### src/hw/rtl/quadrature_knob_with_press_timer_top_macros.svh
// ---------------------------------------------------------------------------
// Assertion macros for the quadrature knob / press timer block
// Concurrent checks clocked on clk, disabled while rst_n is low.
// ---------------------------------------------------------------------------
`ifndef QUADRATURE_KNOB_WITH_PRESS_TIMER_TOP_MACROS_SVH
`define QUADRATURE_KNOB_WITH_PRESS_TIMER_TOP_MACROS_SVH

// Same-cycle implication.
`define QKPT_ASSERT_SAME(lbl, ante, cons, msg) \
  lbl: assert property (@(posedge clk) disable iff (!rst_n) (ante) |-> (cons)) \
    else $error(msg);

// Next-cycle implication.
`define QKPT_ASSERT_NEXT(lbl, ante, cons, msg) \
  lbl: assert property (@(posedge clk) disable iff (!rst_n) (ante) |=> (cons)) \
    else $error(msg);

`endif

### src/hw/rtl/qkpt_pkg.sv
`timescale 1ns / 1ps
// ---------------------------------------------------------------------------
// qkpt_pkg
// Shared types and codes for the quadrature knob / press timer block.
// ---------------------------------------------------------------------------
package qkpt_pkg;

  localparam int unsigned THR_W   = 16;
  localparam int unsigned EVENT_W = 2;

  // Threshold after reset.
  localparam logic [THR_W-1:0] LONG_PRESS_RESET = 16'd1000;

  // Phase patterns (bit1, bit0).
  localparam logic [1:0] PH_00 = 2'b00;
  localparam logic [1:0] PH_01 = 2'b01;
  localparam logic [1:0] PH_10 = 2'b10;
  localparam logic [1:0] PH_11 = 2'b11;

  // turn_event codes
  localparam logic [EVENT_W-1:0] TURN_NONE  = 2'd0;
  localparam logic [EVENT_W-1:0] TURN_LEFT  = 2'd1;
  localparam logic [EVENT_W-1:0] TURN_RIGHT = 2'd2;

  // press_event codes
  localparam logic [EVENT_W-1:0] PRESS_NONE  = 2'd0;
  localparam logic [EVENT_W-1:0] PRESS_SHORT = 2'd1;
  localparam logic [EVENT_W-1:0] PRESS_LONG  = 2'd2;

  // One accepted sample, handed to both machines.
  typedef struct packed {
    logic       adv;
    logic [1:0] phase_bits;
    logic       button_level;
  } qkpt_step_t;

endpackage

### src/hw/rtl/quadrature_knob_with_press_timer_top.sv
`timescale 1ns / 1ps
// ---------------------------------------------------------------------------
// quadrature_knob_with_press_timer_top
// Quadrature knob detent decoder plus push-button short/long press timer.
// ---------------------------------------------------------------------------
//
//  channel | dir | handshake             | payload
//  --------+-----+-----------------------+---------------------------------
//  in_     | in  | in_tvalid / in_tready | phase_bits, button_level
//  out_    | out | out_tvalid/out_tready | turn_event, press_event
//  cfg_    | in  | cfg_we (no wait)      | long_press_ticks
//
//  One item in, one item out, registered; a new item every cycle unless a held result stalls.
//  The sample updates both state machines and lands in the result register
//  in the same cycle; the result register is the only pipeline stage.
//  in_tready is low during reset; after that it drops only while a result
//  is held and out_tready is low.
//  rst_n (sync, active low) clears both machines, the hold count and the
//  result valid, and loads long_press_ticks with 1000.
//
module quadrature_knob_with_press_timer_top (
  input  logic       clk,
  input  logic       rst_n,
  // input samples
  input  logic       in_tvalid,
  output logic       in_tready,
  input  logic [7:0] in_tdata,   // [1:0] phase_bits, [2] button_level, [7:3] zero
  // results
  output logic       out_tvalid,
  input  logic       out_tready,
  output logic [7:0] out_tdata,  // [1:0] turn_event, [3:2] press_event, [7:4] zero
  // threshold register
  input  logic                       cfg_we,
  input  logic [qkpt_pkg::THR_W-1:0] cfg_wdata
);
  import qkpt_pkg::*;

  logic                 out_valid_r;
  logic [THR_W-1:0]     thr_r;
  logic                 in_acc;
  qkpt_step_t           step;
  logic [EVENT_W-1:0]   turn_event;
  logic [EVENT_W-1:0]   press_event;

  // Result register frees up when taken, so accepts overlap with drains.
  assign in_tready = rst_n && (!out_valid_r || out_tready);
  assign in_acc    = in_tvalid && in_tready;

  assign step.adv          = in_acc;
  assign step.phase_bits   = in_tdata[1:0];
  assign step.button_level = in_tdata[2];

  always_ff @(posedge clk) begin
    if (!rst_n) begin
      out_valid_r <= 1'b0;
      thr_r       <= LONG_PRESS_RESET;
    end else begin
      if (in_acc) out_valid_r <= 1'b1;
      else if (out_tready) out_valid_r <= 1'b0;
      if (cfg_we) thr_r <= cfg_wdata;
    end
  end

  qkpt_turn u_turn (
    .clk        (clk),
    .rst_n      (rst_n),
    .step       (step),
    .turn_event (turn_event)
  );

  qkpt_press u_press (
    .clk              (clk),
    .rst_n            (rst_n),
    .step             (step),
    .long_press_ticks (thr_r),
    .press_event      (press_event)
  );

  assign out_tvalid = out_valid_r;
  assign out_tdata  = {4'b0000, press_event, turn_event};

  // -------------------------------------------------------------------------
  // Checks
  // -------------------------------------------------------------------------
`include "quadrature_knob_with_press_timer_top_macros.svh"

  // every accepted sample produces a result the next cycle
  `QKPT_ASSERT_NEXT(a_acc_gives_result, in_acc, out_tvalid, "accepted item produced no result")

  // a held button can never yield a short press
  `QKPT_ASSERT_NEXT(a_short_needs_release, in_acc && in_tdata[2],
    out_tdata[3:2] != PRESS_SHORT, "short press reported while button held")

  // a detent completes only on the 00 pattern
  `QKPT_ASSERT_NEXT(a_detent_on_00, in_acc && (in_tdata[1:0] != PH_00),
    out_tdata[1:0] == TURN_NONE, "detent reported off the 00 pattern")

  // no undefined event codes on the bus
  `QKPT_ASSERT_SAME(a_codes_legal, out_tvalid,
    (out_tdata[1:0] != 2'd3) && (out_tdata[3:2] != 2'd3), "undefined event code")

endmodule

### src/hw/rtl/qkpt_turn.sv
`timescale 1ns / 1ps
// ---------------------------------------------------------------------------
// qkpt_turn
// Gray-sequence detent tracker; registers one turn event per sample.
// ---------------------------------------------------------------------------
module qkpt_turn (
  input  logic                    clk,
  input  logic                    rst_n,
  input  qkpt_pkg::qkpt_step_t    step,
  output logic [qkpt_pkg::EVENT_W-1:0] turn_event
);
  import qkpt_pkg::*;

  typedef enum logic [2:0] {
    T_IDLE = 3'd0,
    T_L1   = 3'd1,
    T_L2   = 3'd2,
    T_L3   = 3'd3,
    T_R1   = 3'd5,
    T_R2   = 3'd6,
    T_R3   = 3'd7
  } turn_state_t;

  turn_state_t          state_r, state_nxt;
  logic [EVENT_W-1:0]   ev_r, ev_nxt;

  always_comb begin
    state_nxt = state_r;
    ev_nxt    = TURN_NONE;
    case (state_r)
      T_L1: begin
        if (step.phase_bits == PH_11) state_nxt = T_L2;
        else if (step.phase_bits == PH_10) state_nxt = T_IDLE;
      end
      T_L2: begin
        if (step.phase_bits == PH_10) state_nxt = T_L3;
        else if (step.phase_bits == PH_01) state_nxt = T_IDLE;
      end
      T_L3: begin
        if (step.phase_bits == PH_00) begin
          ev_nxt    = TURN_LEFT;
          state_nxt = T_IDLE;
        end else if (step.phase_bits == PH_11) begin
          state_nxt = T_IDLE;
        end
      end
      T_R1: begin
        if (step.phase_bits == PH_11) state_nxt = T_R2;
        else if (step.phase_bits == PH_01) state_nxt = T_IDLE;
      end
      T_R2: begin
        if (step.phase_bits == PH_01) state_nxt = T_R3;
        else if (step.phase_bits == PH_10) state_nxt = T_IDLE;
      end
      T_R3: begin
        if (step.phase_bits == PH_00) begin
          ev_nxt    = TURN_RIGHT;
          state_nxt = T_IDLE;
        end else if (step.phase_bits == PH_11) begin
          state_nxt = T_IDLE;
        end
      end
      default: begin
        // idle, and the unreachable code 4
        if (step.phase_bits == PH_01) state_nxt = T_L1;
        else if (step.phase_bits == PH_10) state_nxt = T_R1;
        else state_nxt = T_IDLE;
      end
    endcase
  end

  always_ff @(posedge clk) begin
    if (!rst_n) begin
      state_r <= T_IDLE;
      ev_r    <= TURN_NONE;
    end else if (step.adv) begin
      state_r <= state_nxt;
      ev_r    <= ev_nxt;
    end
  end

  assign turn_event = ev_r;

endmodule

### src/hw/rtl/qkpt_press.sv
`timescale 1ns / 1ps
// ---------------------------------------------------------------------------
// qkpt_press
// Button hold timer; registers one short/long press event per sample.
// ---------------------------------------------------------------------------
module qkpt_press (
  input  logic                         clk,
  input  logic                         rst_n,
  input  qkpt_pkg::qkpt_step_t         step,
  input  logic [qkpt_pkg::THR_W-1:0]   long_press_ticks,
  output logic [qkpt_pkg::EVENT_W-1:0] press_event
);
  import qkpt_pkg::*;

  typedef enum logic [1:0] {
    P_RELEASED = 2'd0,
    P_TIMING   = 2'd1,
    P_WAIT     = 2'd2
  } press_state_t;

  press_state_t         state_r, state_nxt;
  logic [THR_W-1:0]     held_r, held_nxt, held_inc;
  logic [EVENT_W-1:0]   ev_r, ev_nxt;

  // saturating increment
  assign held_inc = (held_r == {THR_W{1'b1}}) ? held_r : held_r + 1'b1;

  always_comb begin
    state_nxt = state_r;
    held_nxt  = held_r;
    ev_nxt    = PRESS_NONE;
    case (state_r)
      P_RELEASED: begin
        if (step.button_level) state_nxt = P_TIMING;
      end
      P_TIMING: begin
        if (step.button_level) begin
          held_nxt = held_inc;
          if (held_inc > long_press_ticks) begin
            ev_nxt    = PRESS_LONG;
            state_nxt = P_WAIT;
          end
        end else begin
          ev_nxt    = PRESS_SHORT;
          state_nxt = P_WAIT;
        end
      end
      default: begin
        // waiting for release, and the unreachable code 3
        if (!step.button_level) begin
          state_nxt = P_RELEASED;
          held_nxt  = '0;
        end else begin
          state_nxt = P_WAIT;
        end
      end
    endcase
  end

  always_ff @(posedge clk) begin
    if (!rst_n) begin
      state_r <= P_RELEASED;
      held_r  <= '0;
      ev_r    <= PRESS_NONE;
    end else if (step.adv) begin
      state_r <= state_nxt;
      held_r  <= held_nxt;
      ev_r    <= ev_nxt;
    end
  end

  assign press_event = ev_r;

endmodule
### config.mk
export PLATFORM = sky130hd
export DESIGN_NAME = quadrature_knob_with_press_timer_top
export DESIGN_NICKNAME = d
export VERILOG_FILES = /design/src/hw/rtl/qkpt_pkg.sv /design/src/hw/rtl/quadrature_knob_with_press_timer_top.sv /design/src/hw/rtl/qkpt_turn.sv /design/src/hw/rtl/qkpt_press.sv
export VERILOG_INCLUDE_DIRS = /design/src /design/src/hw/rtl
export SDC_FILE = /design/constraint.sdc
export NUM_CORES = 1
export LEC_CHECK = 0
export ABC_AREA = 1
export ABC_CLOCK_PERIOD_IN_PS = 2850
export BUFFER_PORTS_ARGS = -buffer_cell sky130_fd_sc_hd__buf_2
export CORE_MARGIN = 3
export CORE_UTILIZATION = 30
export CTS_CLUSTER_SIZE = 12
export DETAILED_ROUTE_END_ITERATION = 10
export PLACE_DENSITY = 0.57
export SYNTH_ARGS = -nofsm -noshare
export SYNTH_HDL_FRONTEND = slang
export SYNTH_HIERARCHICAL = 1
export SYNTH_SLANG_ARGS = --single-unit
### constraint.sdc
create_clock -name clk -period 2.85 [get_ports clk]
set_input_delay 0.285 -clock clk [delete_from_list [all_inputs] [get_ports clk]]
set_output_delay 0.285 -clock clk [all_outputs]
set_load 0.03 [all_outputs]
==> impl_metrics.ini <==
[outcome]
status = finished clean

[cells_and_area]
syn_to_final_growth_pct = 15.6
final_cells = 552
diodes = 0
drive_above_1_share_pct = 19.4
n_fill_cell = 969
fin_nets = 494

[power_and_ir_drop]
p_leak_uw = 0.00164
ir_worst_vdd_mv = 0.224
power_density_nw_per_um2 = 423

[min_path]
hold_class = input port to register

[yosys]
synth_area_leaders = dfxtp_1 (30%), nand2_1 (14%), ha_1 (9.8%)
ys.flop_type = dfxtp_1
syn_area_um2 = 2800
synth_seq_area_share_pct = 30.0
synth_cell_types = 35
ys_async_sr_fraction_pct = 0
synthCells = 410
synth_top_area_cell = dfxtp_1
synth.most_common_cell = nand2_1
syn-mean-instance-area_um2 = 6.84
yosys-top-cells-count = nand2_1 (103), inv_1 (52), dfxtp_1 (42)
synth-seq-cells = 42
yosysTopAreaCellShare_pct = 30.0
synth_edf_count = 0
yosysWarnings = 6

[clock_network]
clock_latency_ns = 0.30
htreeDepth = 2
cts_tree = built
cts_root_buf = clkbuf_8
clk_pin_slew_ns = 0.08
cts.sinks = 42
clk_path_buf_depth = 2
numCtsBuffers = 5

[timing]
worst_pin_slew_ns = 0.575
max_slew_margin_pct = 61.5
maxSlewViolCount = 0
timing_hold_violations_final = 0
fin_crit_sh_pct = 90.9
max_freq_mhz = 386
post-route-min-period_ns = 2.59
skew_ns = 0.00306
rsz0062_at_grt = false
setup_viol = 0
timing.setup.tns_ns = 0

[placement]
place_congestion = 0.864
numPlacedInstances = 542
dp_hpwl_mm = 5.04
portBuffers = 29

[route]
firstDrtPassIters = 4
wl_per_cell_um = 11.9
vias_per_cell = 4.64
vias = 2561
routed_wl_mm = 6.60
drt_iter0_drc = 95
ant_nets = 0
drc = 0

[setup_path]
timing.reg2reg.setup_slack_ns = 0.26
cp.required_ns = 3.05
crit_path_end_kind = register
start_kind = register
cp_max_fo = 4
worstPathArrival_ns = 2.79
critical_path_class = register to register

[floorplan]
ios = 39
die-area_um2 = 10500
rows = 34
initial_core_util_pct = 31.5
die_h_um = 103
coreArea_um2 = 8890
dieWidth_um = 103

[global_routing]
antenna_found_initial = 0
grt_pass1_wl_mm = 11.3
grt_start_max_net_pins = 24
grt_overflow = 0
grt_usage_pct = 13.5
grt_pass1_vias = 2488

[flow_run]
maxCapViolCount = 0
power breakdown:
part	switching, µW	leakage (µW)	internal (µW)
Clock	216	0.0000714	374
Combinational	102	0.00123	53.5
Sequential	15.2	0.000344	609
metal layers:
metal / global-route usage [%] / share of wire, % / up-vias
li1: - / - / 1355
met1: 17.3 / 47 / 1141
met2: 22.6 / 46 / 56
met3: 2.64 / 4.7 / 9
met4: 4.74 / 1.7 / 0
met5: 0 / 0 / -
worst paths after layout:
path / from / endpoint / cells past startpoint
worst max-delay path: u_press/held_r[0] / u_press/state_r[0] / 17
worst min register to register: thr_r[5] / thr_r[5] / 2
worst min-delay path: cfg_wdata[3] / thr_r[3] / 3
worst max register to register: u_press/held_r[0] / u_press/state_r[0] / 17
timing repair:
action | 4_1_cts | 5_1_grt
setup endpoints to repair | 0 | 2
hold buffers | 0 | 0
buffers inserted | 0 | 1
resized for setup | 0 | 9
hold endpoints to repair | 0 | 0
final cells by class:
| class | count | area, µm² | share of cell area (%) |
|---|---|---|---|
| clock inverters | 2 | 60.1 | 1.85 |
| inverters | 59 | 221 | 6.84 |
| clock buffers | 6 | 82.6 | 2.55 |
| multi-input cells | 302 | 1720 | 53.2 |
| flip-flops and latches | 42 | 841 | 26.0 |
| repair buffers | 33 | 175 | 5.41 |
| well taps | 108 | 135 | 4.17 |
cell usage in the layout (no fill, tap or decap), types with 3 or more instances in the layout:
cell type / n
nor3_2: 3
ha_1: 21
dfxtp_1: 42
inv_2: 5
nand4_1: 6
conb_1: 4
nor3_1: 5
nor2_2: 6
nand2_2: 11
nor2_1: 39
buf_4: 4
a21oi_2: 4
nand3_2: 3
a21oi_1: 36
o21ai_0: 16
clkbuf_8: 6
nand2_1: 102
inv_1: 52
xor2_1: 7
nand3_1: 20
buf_2: 29
registers in the layout, summed over array words and instances, names as in the netlist:
signal	cells
thr_r	16
u_press/state_r	2
u_turn/state_r	3
out_tvalid	1
u_turn/turn_event	2
u_press/held_r	16
u_press/press_event	2
per-stage QoR:
stage / power (µW) / setup WS (ns) / instance area (µm²) / hold slack, ns / util (%)
floorplan: 750 / 0.422 / 2810 / 0.406 / -
global placement: 789 / 0.215 / 3030 / 0.441 / 34.1
detailed placement: 792 / 0.200 / 3030 / 0.449 / 34.1
CTS: 1390 / 0.174 / 3180 / 0.186 / 35.7
global route: 1440 / 0.00720 / 3240 / 0.200 / 36.4
finish: 1370 / 0.259 / 3240 / 0.191 / 36.4
critical path, stage by stage (launching register included):
cell	delay [ns]
dfxtp_1	0.34
ha_2	0.20
nand3_2	0.12
nor2_4	0.20
nand2_4	0.10
nor2_8	0.12
nand2_4	0.08
nand2_2	0.08
xor2_2	0.23
ha_1	0.29
nand3_1	0.09
nand2_1	0.06
a21oi_1	0.12
nand2_1	0.08
nand2_1	0.09
nand2_2	0.08
a21oi_1	0.14
nor2_1	0.06
logic make-up after synthesis:
group           Yosys count  synth area share (%)
other cells               1                 0.134
simple gates            202                  33.3
flops                    42                  30.0
fa+ha+maj                22                  9.82
compound gates           63                  12.5
xor+xnor                 10                  3.39
buf+inv                  70                  10.9
(Power assumes the default switching activity.)
